### src/rtl/core/mexp_pkg.sv
// Package for the modular exponentiation block.
// Holds the sequencer state type; no dependencies.
package mexp_pkg;

    typedef enum logic [2:0] {
        ST_IDLE,
        ST_REDUCE,
        ST_EXP,
        ST_MUL,
        ST_DONE
    } mexp_state_t;

endpackage

### src/rtl/core/modular_exponentiation.sv
// Modular exponentiation top level: base^exponent mod modulus by binary square-and-multiply.
// Depends on mexp_pkg for the sequencer state type.
//
// Channel   Direction  Handshake                  Payload
// --------  ---------  -------------------------  -----------------------------
// input     in         in_valid / in_stall        base, exponent
// output    out        out_valid / out_stall      residue
// config    in         APB psel/penable/pwrite    paddr, pwdata, prdata
//
// Steps: the base is first reduced modulo the modulus (ST_REDUCE). Each modular
// multiplication then takes a decision state (ST_EXP) and a pass through the shared
// shift-and-add unit (ST_MUL): a set exponent bit needs a multiply and a square, a clear
// bit only the square, and the square after the top set bit is skipped. A modulus of
// one or zero goes straight to the result, and a base that reduces to zero skips the
// multiplications.
// Reset (rst_n, asynchronous, active low) sets the modulus to one and empties the
// output register. in_stall is high while an item is in work; a finished residue
// waits in the accumulator while the output register is full and out_stall is high,
// and no next item is taken meanwhile.
module modular_exponentiation
    import mexp_pkg::*;
#(
    parameter int WORD_BITS = 32
) (
    input  logic                                  clk,
    input  logic                                  rst_n,
    // Configuration port
    input  logic                                  psel,
    input  logic                                  penable,
    input  logic                                  pwrite,
    input  logic [((WORD_BITS > 32) ? 4 : 3)-1:0] paddr,
    input  logic [((WORD_BITS > 32) ? 64 : 32)-1:0] pwdata,
    output logic [((WORD_BITS > 32) ? 64 : 32)-1:0] prdata,
    output logic                                  pready,
    // Input channel
    input  logic                                  in_valid,
    output logic                                  in_stall,
    input  logic [WORD_BITS-1:0]                  base,
    input  logic [WORD_BITS-1:0]                  exponent,
    // Output channel
    output logic                                  out_valid,
    input  logic                                  out_stall,
    output logic [WORD_BITS-1:0]                  residue
);

    localparam int PDATA_W  = (WORD_BITS > 32) ? 64 : 32;
    localparam int ADDR_LSB = (WORD_BITS > 32) ? 3 : 2;
    localparam int ADDR_W   = ADDR_LSB + 1;
    localparam int CNT_W    = $clog2(WORD_BITS);
    localparam logic [CNT_W-1:0] CNT_LAST = CNT_W'(WORD_BITS - 1);
    localparam logic [0:0] REG_MODULUS = 1'b0;

    mexp_state_t state_reg, state_next;

    logic [WORD_BITS-1:0] m_reg;          // configured modulus
    logic [WORD_BITS-1:0] mw_reg,   mw_next;    // modulus captured for the item in work
    logic [WORD_BITS-1:0] sq_reg,   sq_next;    // running square
    logic [WORD_BITS-1:0] acc_reg,  acc_next;   // accumulated result
    logic [WORD_BITS-1:0] exp_reg,  exp_next;   // exponent bits still to scan
    logic [WORD_BITS-1:0] mop_reg,  mop_next;   // multiplier operand, scanned MSB first
    logic [WORD_BITS-1:0] prod_reg, prod_next;  // partial product or partial remainder
    logic [CNT_W-1:0]     cnt_reg,  cnt_next;
    logic                 tgt_acc_reg, tgt_acc_next;
    logic [WORD_BITS-1:0] residue_reg, residue_next;
    logic                 out_valid_reg, out_valid_next;

    logic [0:0]           cfg_index;
    logic                 cfg_wr;
    logic                 trivial;
    logic                 out_load;

    // Shared unit: one doubling step with a shifted-in bit, then an optional add,
    // each followed by a conditional subtract of the modulus.
    logic                 shift_in;
    logic                 add_en;
    logic [WORD_BITS:0]   dbl;
    logic [WORD_BITS:0]   dbl_red;
    logic [WORD_BITS-1:0] step1;
    logic [WORD_BITS:0]   sum;
    logic [WORD_BITS:0]   sum_red;
    logic [WORD_BITS-1:0] step2;

    // ------------------------------------------------------------------
    // Configuration port
    // ------------------------------------------------------------------
    assign cfg_index = paddr[ADDR_W-1:ADDR_LSB];
    assign cfg_wr    = psel && penable && pwrite;
    assign pready    = 1'b1;
    assign prdata    = (cfg_index == REG_MODULUS) ? PDATA_W'(m_reg) : '0;

    // A modulus of zero or one makes every residue zero.
    assign trivial   = (m_reg <= WORD_BITS'(1));

    // ------------------------------------------------------------------
    // Shared arithmetic unit
    // ------------------------------------------------------------------
    assign shift_in = (state_reg == ST_REDUCE) && mop_reg[WORD_BITS-1];
    assign add_en   = (state_reg == ST_MUL) && mop_reg[WORD_BITS-1];

    assign dbl      = {prod_reg, shift_in};
    assign dbl_red  = (dbl >= {1'b0, mw_reg}) ? (dbl - {1'b0, mw_reg}) : dbl;
    assign step1    = dbl_red[WORD_BITS-1:0];
    assign sum      = {1'b0, step1} + (add_en ? {1'b0, sq_reg} : '0);
    assign sum_red  = (sum >= {1'b0, mw_reg}) ? (sum - {1'b0, mw_reg}) : sum;
    assign step2    = sum_red[WORD_BITS-1:0];

    assign out_load = (state_reg == ST_DONE) && (!out_valid_reg || !out_stall);

    // ------------------------------------------------------------------
    // Sequencer: next state
    // ------------------------------------------------------------------
    always_comb
    begin
        state_next = state_reg;
        unique case (state_reg)
            ST_IDLE:
            begin
                if (in_valid)
                begin
                    state_next = trivial ? ST_DONE : ST_REDUCE;
                end
            end
            ST_REDUCE:
            begin
                if (cnt_reg == '0)
                begin
                    state_next = (step2 == '0) ? ST_DONE : ST_EXP;
                end
            end
            ST_EXP:
            begin
                state_next = (exp_reg == '0) ? ST_DONE : ST_MUL;
            end
            ST_MUL:
            begin
                if (cnt_reg == '0)
                begin
                    state_next = ST_EXP;
                end
            end
            ST_DONE:
            begin
                if (out_load)
                begin
                    state_next = ST_IDLE;
                end
            end
            default:
            begin
                state_next = ST_IDLE;
            end
        endcase
    end

    // ------------------------------------------------------------------
    // Sequencer: datapath and outputs
    // ------------------------------------------------------------------
    always_comb
    begin
        mw_next        = mw_reg;
        sq_next        = sq_reg;
        acc_next       = acc_reg;
        exp_next       = exp_reg;
        mop_next       = mop_reg;
        prod_next      = prod_reg;
        cnt_next       = cnt_reg;
        tgt_acc_next   = tgt_acc_reg;
        residue_next   = residue_reg;
        out_valid_next = out_valid_reg && out_stall;

        unique case (state_reg)
            ST_IDLE:
            begin
                if (in_valid)
                begin
                    // Reduction runs the base through the unit MSB first.
                    mw_next   = m_reg;
                    mop_next  = base;
                    prod_next = '0;
                    cnt_next  = CNT_LAST;
                    exp_next  = exponent;
                    acc_next  = '0;
                end
            end
            ST_REDUCE:
            begin
                prod_next = step2;
                mop_next  = mop_reg << 1;
                cnt_next  = cnt_reg - CNT_W'(1);
                if (cnt_reg == '0)
                begin
                    sq_next  = step2;
                    // A base that reduces to zero gives zero, even for a zero exponent.
                    acc_next = (step2 == '0) ? '0 : WORD_BITS'(1);
                end
            end
            ST_EXP:
            begin
                if (exp_reg != '0)
                begin
                    prod_next = '0;
                    cnt_next  = CNT_LAST;
                    if (exp_reg[0])
                    begin
                        mop_next     = acc_reg;
                        tgt_acc_next = 1'b1;
                    end
                    else
                    begin
                        mop_next     = sq_reg;
                        tgt_acc_next = 1'b0;
                    end
                end
            end
            ST_MUL:
            begin
                prod_next = step2;
                mop_next  = mop_reg << 1;
                cnt_next  = cnt_reg - CNT_W'(1);
                if (cnt_reg == '0)
                begin
                    if (tgt_acc_reg)
                    begin
                        // Bit consumed by the multiply; the square follows unless no set bit is left.
                        acc_next = step2;
                        exp_next = {exp_reg[WORD_BITS-1:1], 1'b0};
                    end
                    else
                    begin
                        sq_next  = step2;
                        exp_next = exp_reg >> 1;
                    end
                end
            end
            ST_DONE:
            begin
                if (out_load)
                begin
                    residue_next   = acc_reg;
                    out_valid_next = 1'b1;
                end
            end
            default:
            begin
                out_valid_next = 1'b0;
            end
        endcase
    end

    assign in_stall  = (state_reg != ST_IDLE);
    assign out_valid = out_valid_reg;
    assign residue   = residue_reg;

    // ------------------------------------------------------------------
    // Registers
    // ------------------------------------------------------------------
    always_ff @(posedge clk or negedge rst_n)
    begin
        if (!rst_n)
        begin
            state_reg     <= ST_IDLE;
            out_valid_reg <= 1'b0;
            m_reg         <= WORD_BITS'(1);
        end
        else
        begin
            state_reg     <= state_next;
            out_valid_reg <= out_valid_next;
            if (cfg_wr && (cfg_index == REG_MODULUS))
            begin
                m_reg <= pwdata[WORD_BITS-1:0];
            end
        end
    end

    always_ff @(posedge clk)
    begin
        mw_reg      <= mw_next;
        sq_reg      <= sq_next;
        acc_reg     <= acc_next;
        exp_reg     <= exp_next;
        mop_reg     <= mop_next;
        prod_reg    <= prod_next;
        cnt_reg     <= cnt_next;
        tgt_acc_reg <= tgt_acc_next;
        residue_reg <= residue_next;
    end

    // ------------------------------------------------------------------
    // Assertions
    // ------------------------------------------------------------------
`ifndef NO_ASSERTIONS
    // The partial result and the square always stay below the captured modulus.
    a_mul_in_range: assert property (@(posedge clk) disable iff (!rst_n)
        (state_reg == ST_MUL) |-> ((prod_reg < mw_reg) && (sq_reg < mw_reg)))
        else $error("multiplier operand not reduced");

    // An accepted item starts either the reduction or the trivial result.
    a_accept_start: assert property (@(posedge clk) disable iff (!rst_n)
        (in_valid && !in_stall) |=> ((state_reg == ST_REDUCE) || (state_reg == ST_DONE)))
        else $error("accepted item did not start");

    // A finished result is held while the output register is still occupied.
    a_done_holds: assert property (@(posedge clk) disable iff (!rst_n)
        ((state_reg == ST_DONE) && out_valid_reg && out_stall) |=> (state_reg == ST_DONE))
        else $error("finished result dropped while output stalled");
`endif

endmodule

### config.mk
export PLATFORM = sky130hd
export DESIGN_NAME = modular_exponentiation
export DESIGN_NICKNAME = d
export VERILOG_FILES = /design/src/rtl/core/mexp_pkg.sv /design/src/rtl/core/modular_exponentiation.sv
export SDC_FILE = /design/constraint.sdc
export NUM_CORES = 1
export LEC_CHECK = 0
export BUFFER_PORTS_ARGS = -buffer_cell sky130_fd_sc_hd__buf_2
export CORE_MARGIN = 2
export CORE_UTILIZATION = 60
export CTS_CLUSTER_SIZE = 20
export DETAILED_ROUTE_END_ITERATION = 8
export PLACE_DENSITY = 0.77
export SLEW_MARGIN = 20
export SYNTH_ARGS = -nofsm -noshare
export SYNTH_HDL_FRONTEND = slang
export SYNTH_SLANG_ARGS = --single-unit
### constraint.sdc
create_clock -name clk -period 27.6 [get_ports clk]
set_input_delay 5.52 -clock clk [delete_from_list [all_inputs] [get_ports clk]]
set_output_delay 5.52 -clock clk [all_outputs]
set_load 0.05 [all_outputs]
==> results.cfg, run 1 <==
[status]
status = complete, no violations

[worst_setup_path]
cp_data_arrival_time_ns = 12.93
r2r_start = state_reg[0]$_DFFE_PN0P_
r2r-end = acc_reg[0]$_DFFE_PP_
critPathMaxFanout = 42
end_kind = register
path_class = register to register
rr_worst_depth = 38
required_ns = 27.89
start_kind = register
slowest_delay_ns = 0.81
cp_slowest_cell = a21bo_2
r2r_setup_slack_ns = 14.96

[job]
cap_violations = 0

[floorplanning]
coreArea_mm2 = 0.0279
rows = 61
pin_count = 173
die_h_um = 173
die-width_um = 173
initial_core_util_pct = 61.2
dieArea_mm2 = 0.0298

[finish]
diodes = 0
stdcell_area_mm2 = 0.0193
syn2layout_area_growth_pct = 13.3
fin_nets = 2019
seq_area_mm2 = 0.00781
layout-drive-gt1-share_pct = 19.0
nFillCells = 2217
multi_input_area_mm2 = 0.00868
final_util_pct = 69.3

[timing]
setup_viol = 0
period_needed_ns = 12.64
tightest_slew_ns = 1.09
period_share_pct = 45.8
fin_worst_skew_ns = 0.0246
hold_violations = 0
slew_headroom_pct = 26.3
slew_viol_final = 0
clock.fmax_mhz = 79.1
rsz0062_at_grt = no
setup_tns_ns = 0

[detailed_routing]
antenna_left = 0
drt_iter0_drc = 1453
vias = 13800
drcViolationCount = 0
drt-pass1-iter-count = 7
post_drt_via_cell_ratio = 6.22
avgRoutedWirePerCell_um = 21.0
wl_um = 46500

[logic_synthesis]
seq_area_frac_synth_pct = 45.8
synth.largest_area_cell = edfxtp_1
synth-seq-cells = 266
yosys_warnings = 0
yosysUniqueCellTypes = 78
synth_top_area_share_pct = 40.5
synth_edf_count = 230
synth-main-ff-cell = edfxtp_1
synth_area_mm2 = 0.0170
yosys-top-cells-count = edfxtp_1 (230), nand2_1 (166), nor2_1 (121)
yosysMostFrequentCell = edfxtp_1
syn_area_per_cell_um2 = 10.2
postSynthCellCount = 1673
netlist_top_cells_area = edfxtp_1 (41%), ha_1 (7.1%), mux2_2 (6.2%)
synthArstFlopShare_pct = 13.5
syn-num-nets = 1879

[clocking]
cts_resized = 0
clock-root-buffer = clkbuf_16
clk_latency_ns = 0.56
clkSlewWorstSetupHoldPaths_ns = 0.06
hold_buffers = 0
cts_tree = built
post-cts-setup-buffer-count = 0
numCtsBuffers = 29
htree_levels = 1
clock_sinks = 266
cts_buffer_depth = 3

[global_route]
grt-ovfl-total = 0
antenna_found_initial = 0
grt_max_degree = 62
grt_use_total_pct = 30.6
grt_pass1_wl_um = 72400
grt_pass1_vias = 13200

[min_path]
hold_end = residue[1]$_DFFE_PP_
hold-path-cell-count = 0
hp-start = acc_reg[1]$_DFFE_PP_
min_path_type = register to register

[place]
port-buffer-count = 169
placed_area_mm2 = 0.0182
gp_congestion = 0.931
dp_hpwl_um = 34900
[per-layer routing]
metal  GRT usage (%)  up-vias  share of wire (%)
met2            50.3      561                 47
li1                -     6478                  -
met1            41.6     6613                 42
met4            12.9        0                4.5
met3            3.47      126                6.1
met5               0        -                  0
[area by class of cell]
type	instances	share of cell area, %
well taps	378	2.45
clock inverters	24	1.60
clock buffers	30	3.78
repair buffers	184	5.07
flip-flops and latches	266	40.4
inverters	91	1.77
multi-input cells	1241	44.9
[cells by family after synthesis]
| logic type | count (synthesis) | share of synthesized area [%] |
|---|---|---|
| AO/OA/AOI/OAI | 383 | 14.8 |
| XOR/XNOR | 80 | 4.11 |
| adder cells (fa/ha/maj) | 100 | 7.47 |
| buffers and inverters | 166 | 3.72 |
| flip-flops | 266 | 45.8 |
| multiplexers | 117 | 7.56 |
| other | 1 | 0.0220 |
| AND/OR/NAND/NOR | 560 | 16.5 |
[worst max-delay path by stage]
stage / startpoint / endpoint / depth (start not counted)
floorplan: paddr[2] / prdata[10] / 2
global placement: state_reg[0]$_DFFE_PN0P_ / acc_reg[0]$_DFFE_PP_ / 38
detailed placement: state_reg[0]$_DFFE_PN0P_ / acc_reg[0]$_DFFE_PP_ / 38
CTS: state_reg[0]$_DFFE_PN0P_ / acc_reg[0]$_DFFE_PP_ / 38
global route: state_reg[0]$_DFFE_PN0P_ / acc_reg[0]$_DFFE_PP_ / 39
finish: state_reg[0]$_DFFE_PN0P_ / acc_reg[0]$_DFFE_PP_ / 38
[worst max-delay path: cells and delay by family (launching register included)]
kind | cells | cell delay, ns
AO/OA/AOI/OAI | 19 | 5.87
adder cells (fa/ha/maj) | 3 | 1.15
buffers and inverters | 3 | 0.98
flip-flops | 1 | 0.32
multiplexers | 2 | 1.10
AND/OR/NAND/NOR | 11 | 2.91
[cells in the final DEF (no fill, tap or decap), drive strengths merged, types with 16 or more instances in the layout]
cell type,count
xor2,30
nand3b,32
a21oi,79
nor2,121
nand3,26
edfxtp,230
ha,97
nor2b,49
mux2,94
and3,48
mux2i,23
nand4,18
nor4,22
nand2,166
o21ai,100
inv,93
dfrtp,35
a21o,50
xnor2,50
a31oi,19
clkbuf,30
a22oi,31
buf,184
o21a,16
nor3,21
[metrics by stage]
stage               worst slack [ns]  hold slack [ns]  cells
floorplan                      15.66            0.420   1673
global placement               15.64            0.423   2159
detailed placement             15.42            0.433   2159
CTS                            15.38            0.448   2213
global route                   14.38            0.458   2214
finish                         14.96            0.443   2214
Power of run 1 is not shown: default switching activity piles up to over one toggle a cycle in this logic, so the estimate is an artifact.
==> run 2, diff against run 1 <==
--- a/config.mk
+++ b/config.mk
@@ -5,12 +5,13 @@
 export SDC_FILE = /design/constraint.sdc
 export NUM_CORES = 1
 export LEC_CHECK = 0
+export ABC_AREA = 1
 export BUFFER_PORTS_ARGS = -buffer_cell sky130_fd_sc_hd__buf_2
 export CORE_MARGIN = 2
-export CORE_UTILIZATION = 60
+export CORE_UTILIZATION = 55
 export CTS_CLUSTER_SIZE = 20
 export DETAILED_ROUTE_END_ITERATION = 8
-export PLACE_DENSITY = 0.77
+export PLACE_DENSITY = 0.74
 export SLEW_MARGIN = 20
 export SYNTH_ARGS = -nofsm -noshare
 export SYNTH_HDL_FRONTEND = slang
==> constraint.sdc (replaced) <==
create_clock -name clk -period 10.7 [get_ports clk]
set_input_delay 2.14 -clock clk [delete_from_list [all_inputs] [get_ports clk]]
set_output_delay 2.14 -clock clk [all_outputs]
set_load 0.05 [all_outputs]
==> run 2 against run 1 <==
Compared with the run above:
- worst hold slack better by 0.0016 ns
- sequential cell count stayed put
- synthesized cell count rose by 29%
- register-to-register slack worse by 13 ns
- wire length up 2.4%
- cell area rose by 1.6%
- critical path type unchanged
==> results.cfg, run 2 <==
[status]
status = complete, no violations

[detailed_routing]
drcViolationCount = 0
drt-pass1-iter-count = 5
vias = 15000
wl_um = 47600
antenna_left = 0
post_drt_via_cell_ratio = 5.45
drt_iter0_drc = 1386
avgRoutedWirePerCell_um = 17.4

[place]
port-buffer-count = 169
dp_hpwl_um = 38500
placed_area_mm2 = 0.0187
gp_congestion = 0.953

[floorplanning]
coreArea_mm2 = 0.0313
die_h_um = 182
rows = 65
initial_core_util_pct = 55.4
pin_count = 173
die-width_um = 182
dieArea_mm2 = 0.0330

[global_route]
grt-ovfl-total = 0
grt_pass1_vias = 14100
grt_max_degree = 67
grt_pass1_wl_um = 74800
grt_use_total_pct = 28.9
antenna_found_initial = 0

[worst_setup_path]
path_class = register to register
cp_slowest_cell = dfrtp_1
end_kind = register
crit_family = simple AND/OR/NAND/NOR gates
critPathMaxFanout = 51
cp_data_arrival_time_ns = 9.26
slowest_delay_ns = 0.41
cp_common_cell = nand2_1
required_ns = 10.95
path_buf_inv = 7
start_kind = register
r2r_setup_slack_ns = 1.69

[timing]
clock.fmax_mhz = 111
period_needed_ns = 9.01
period_share_pct = 84.2
timing.hold.ws_ns = 0.445
slew_viol_final = 0
tightest_slew_ns = 1.02
slew_headroom_pct = 31.6
rsz0062_at_grt = no
fin_worst_skew_ns = 0.0147
hold_violations = 0
setup_viol = 0
setup_tns_ns = 0

[logic_synthesis]
synth-seq-cells = 266
postSynthCellCount = 2150
yosys-top-cells-count = nand2_1 (503), nor2_1 (291), inv_1 (282)
synth.largest_area_cell = edfxtp_1
yosysUniqueCellTypes = 61
syn_area_per_cell_um2 = 8.07
seq_area_frac_synth_pct = 45.0
yosysMostFrequentCell = nand2_1
synth_area_mm2 = 0.0173
netlist_top_cells_area = edfxtp_1 (40%), nand2_1 (11%), ha_1 (7.0%)
syn-num-nets = 2356
synth_edf_count = 230
synthArstFlopShare_pct = 13.5
synth-main-ff-cell = edfxtp_1
yosys_warnings = 0
synth_top_area_share_pct = 39.8

[job]
cap_violations = 0

[finish]
diodes = 0
layout-drive-gt1-share_pct = 12.6
stdcell_area_mm2 = 0.0196
nFillCells = 2800
mostFrequentLayoutCells = nand2_1 (503), nor2_1 (287), inv_1 (281)
syn2layout_area_growth_pct = 13.1
fin_nets = 2526
layout_commonest_cell = nand2_1

[clocking]
hold_buffers = 0
clkSlewWorstSetupHoldPaths_ns = 0.06
clk_latency_ns = 0.56
htree_levels = 1
clock_sinks = 266
numCtsBuffers = 28
cts_buffer_depth = 3
cts_tree = built
cts_resized = 0
post-cts-setup-buffer-count = 0
clock-root-buffer = clkbuf_16

[min_path]
min_path_type = register to register
## run 2: area by class of cell
type | count | area, um^2 | share of cell area, %
Inverter | 292 | 1100 | 5.61
Multi-Input combinational cell | 1535 | 8210 | 41.9
Timing Repair Buffer | 197 | 1060 | 5.38
Tap cell | 402 | 503 | 2.56
Clock inverter | 12 | 131 | 0.670
Clock buffer | 40 | 807 | 4.11
Sequential cell | 266 | 7810 | 39.8
## run 2: kinds of logic (layout without fill, tap and decap cells)
kind of cell	count (synthesis)	after routing	share of synthesized area [%]
AOI/OAI and AO/OA	372	372	12.3
xor gates and xnor gates	72	72	3.64
adders and majority gates	100	100	7.35
buffers and inverters	349	541	7.86
DFF	266	266	45.0
other	1	1	0.0216
and+or+nand+nor	990	990	23.8
## run 2: metrics by stage
step           setup slack [ns]  utilization (%)  cells
6_report                   1.69             62.7   2744
5_1_grt                   0.891             62.7   2744
4_1_cts                    1.66             62.7   2744
3_5_place_dp               1.68             59.7   2692
3_3_place_gp               1.91             59.7   2692
2_1_floorplan              2.76                -   2150
## run 2: worst paths after layout
| check | to | start | cells after the start |
|---|---|---|---|
| max in group asynchronous | m_reg[19]$_DFFE_PN0P_ | rst_n | 1 |
| worst min-delay path | mw_reg[30]$_DFFE_PP_ | m_reg[30]$_DFFE_PN0P_ | 0 |
| worst max register to register | acc_reg[0]$_DFFE_PP_ | state_reg[0]$_DFFE_PN0P_ | 56 |
| worst min register to register | mw_reg[30]$_DFFE_PP_ | m_reg[30]$_DFFE_PN0P_ | 0 |
| min in group asynchronous | m_reg[27]$_DFFE_PN0P_ | rst_n | 1 |
| worst max-delay path | acc_reg[0]$_DFFE_PP_ | state_reg[0]$_DFFE_PN0P_ | 56 |
## run 2: worst register-to-register path: cells and delay by family, from the launching register on
kind	cells	cell delay (ns)
AO/OA/AOI/OAI	6	1.20
buffers and inverters	7	0.98
AND/OR/NAND/NOR	39	4.83
adder cells (fa/ha/maj)	4	1.26
flip-flops	1	0.41
## run 2: metal layers
layer / global-route usage, % / up-vias / share of wire [%]
li1: - / 7499 / -
met1: 42.3 / 6860 / 46
met2: 45.9 / 536 / 44
met3: 2.93 / 60 / 7.0
met4: 7.97 / 0 / 2.6
met5: 0 / - / 0
Power of run 2 is left out for the same reason.
==> run 3, diff against run 2 <==
--- a/config.mk
+++ b/config.mk
@@ -5,13 +5,13 @@
 export SDC_FILE = /design/constraint.sdc
 export NUM_CORES = 1
 export LEC_CHECK = 0
-export ABC_AREA = 1
+export ABC_AREA = 0
 export BUFFER_PORTS_ARGS = -buffer_cell sky130_fd_sc_hd__buf_2
 export CORE_MARGIN = 2
-export CORE_UTILIZATION = 55
+export CORE_UTILIZATION = 60
 export CTS_CLUSTER_SIZE = 20
 export DETAILED_ROUTE_END_ITERATION = 8
-export PLACE_DENSITY = 0.74
+export PLACE_DENSITY = 0.77
 export SLEW_MARGIN = 20
 export SYNTH_ARGS = -nofsm -noshare
 export SYNTH_HDL_FRONTEND = slang
==> constraint.sdc (replaced) <==
create_clock -name clk -period 8.95 [get_ports clk]
set_input_delay 1.79 -clock clk [delete_from_list [all_inputs] [get_ports clk]]
set_output_delay 1.79 -clock clk [all_outputs]
set_load 0.05 [all_outputs]
==> run 3 against run 2 <==
Compared with the run above:
- die area shrank 9.7%
- wire length grew 4.0%
- cell count shrank 13%
- utilization grew 12 points
- register-to-register slack lost 1.4 ns
- clock skew grew 0.015 ns
- critical path depth shrank 19
- via count shrank 2.3%
- worst hold slack lost 0.0058 ns
- count of clock-buffer cells in the layout shrank 5
- non-clock buffer count grew 168
- critical endpoint is now state_reg[2]$_DFFE_PN0P_
==> results.cfg, run 3 (synthesized netlist as in run 1, its figures left out) <==
[status]
status = complete, no violations

[detailed_routing]
drcViolationCount = 0
drt-pass1-iter-count = 5
wl_um = 49600
post_drt_via_cell_ratio = 6.10
vias = 14600
drt_iter0_drc = 1451
antenna_left = 0
avgRoutedWirePerCell_um = 20.7

[timing]
tightest_slew_ns = 0.997
slew_headroom_pct = 33.5
setup_viol = 0
slew_viol_final = 0
fin_worst_skew_ns = 0.0296
clock.fmax_mhz = 115
period_needed_ns = 8.68
hold_violations = 0
period_share_pct = 97.0

[finish]
layout-drive-gt1-share_pct = 28.2
layout_commonest_cell = edfxtp_1
fin_nets = 2199
mostFrequentLayoutCells = edfxtp_1 (230), buf_4 (193), buf_2 (169)
nFillCells = 2002
syn2layout_area_growth_pct = 22.3
final_cells = 2393
diodes = 0

[min_path]
hp-start = acc_reg[16]$_DFFE_PP_
min_path_type = register to register

[global_route]
antenna_found_initial = 0
grt-ovfl-total = 0
grt_pass1_vias = 14400
grt_pass1_wl_um = 77300
grt_use_total_pct = 32.6
grt_max_degree = 62

[place]
dp_hpwl_um = 37300
port-buffer-count = 169
gp_congestion = 0.984
placedCellCount = 2332

[worst_setup_path]
critPathMaxFanout = 7
cp_data_arrival_time_ns = 9.18
r2r_start = state_reg[2]$_DFFE_PN0P_
path_class = register to register
start_kind = register
cp_common_cell = a21oi_1
startpoint = state_reg[2]$_DFFE_PN0P_
slowest_delay_ns = 0.56
cp_slowest_cell = or4_4
required_ns = 9.45
end_kind = register

[clocking]
cts_buffer_depth = 3
hold_buffers = 0
clkSlewWorstSetupHoldPaths_ns = 0.06
clock-root-buffer = clkbuf_16
cts_tree = built
clk_latency_ns = 0.57
htree_levels = 1
clock_sinks = 266
numCtsBuffers = 28

[floorplanning]
die-width_um = 173
pin_count = 173
coreArea_mm2 = 0.0279
die_h_um = 173
dieArea_mm2 = 0.0298
initial_core_util_pct = 61.2
rows = 61

[job]
cap_violations = 0
[run 3: routing by layer]
layer	track usage [%]	vias up	routed length, um
li1	-	6822	-
met1	43.5	7053	20500
met2	54.8	591	23800
met3	3.25	143	2870
met4	13.6	0	2340
met5	0	-	0
[run 3: worst paths after layout]
check,endpoint,slack [ns],cells after the start
worst max-delay path,state_reg[2]$_DFFE_PN0P_,0.27,37
worst min register to register,residue[16]$_DFFE_PP_,0.44,0
worst max register to register,state_reg[2]$_DFFE_PN0P_,0.27,37
min in group asynchronous,m_reg[7]$_DFFE_PN0P_,1.38,1
max in group asynchronous,m_reg[21]$_DFFE_PN0P_,6.96,1
worst min-delay path,residue[16]$_DFFE_PP_,0.44,0
[run 3: through the flow]
stage / setup TNS, ns / utilization, % / hold WS, ns / setup slack (ns) / instance area [um^2]
5_1_grt: -0.0716 / 74.8 / 0.451 / -0.0365 / 20800
6_report: 0 / 74.8 / 0.439 / 0.269 / 20800
2_1_floorplan: 0 / - / 0.420 / 0.206 / 17000
4_1_cts: 0 / 73.6 / 0.438 / 0.0213 / 20500
3_5_place_dp: -30.58 / 70.1 / 0.433 / -0.742 / 19500
3_3_place_gp: -8.81 / 70.1 / 0.424 / -0.488 / 19500
[run 3: layout make-up]
class | count | area (um^2) | share of cell area, %
clock buffers | 35 | 727 | 3.49
clock inverters | 17 | 186 | 0.894
inverters | 91 | 342 | 1.64
multi-input cells | 1241 | 8960 | 43.0
flip-flops and latches | 266 | 7810 | 37.5
well taps | 378 | 473 | 2.27
repair buffers | 365 | 2340 | 11.2
[run 3: worst max-delay path: cells and delay by family, from the launching register on]
family                   cells  cell delay (ns)
AND/OR/NAND/NOR             12             3.47
flip-flops                   1             0.40
multiplexers                 1             0.34
buffers and inverters        3             0.47
adder cells (fa/ha/maj)      3             0.85
AO/OA/AOI/OAI               18             3.05
[run 3: what timing repair did]
item / 4_1_cts / 5_1_grt
setup endpoints to repair: 98 / 93
pin swaps: 2 / 18
setup buffers: 3 / 5
gates resized for setup: 10 / 52
gates cloned: 0 / 0
Power of run 3 is left out for the same reason.
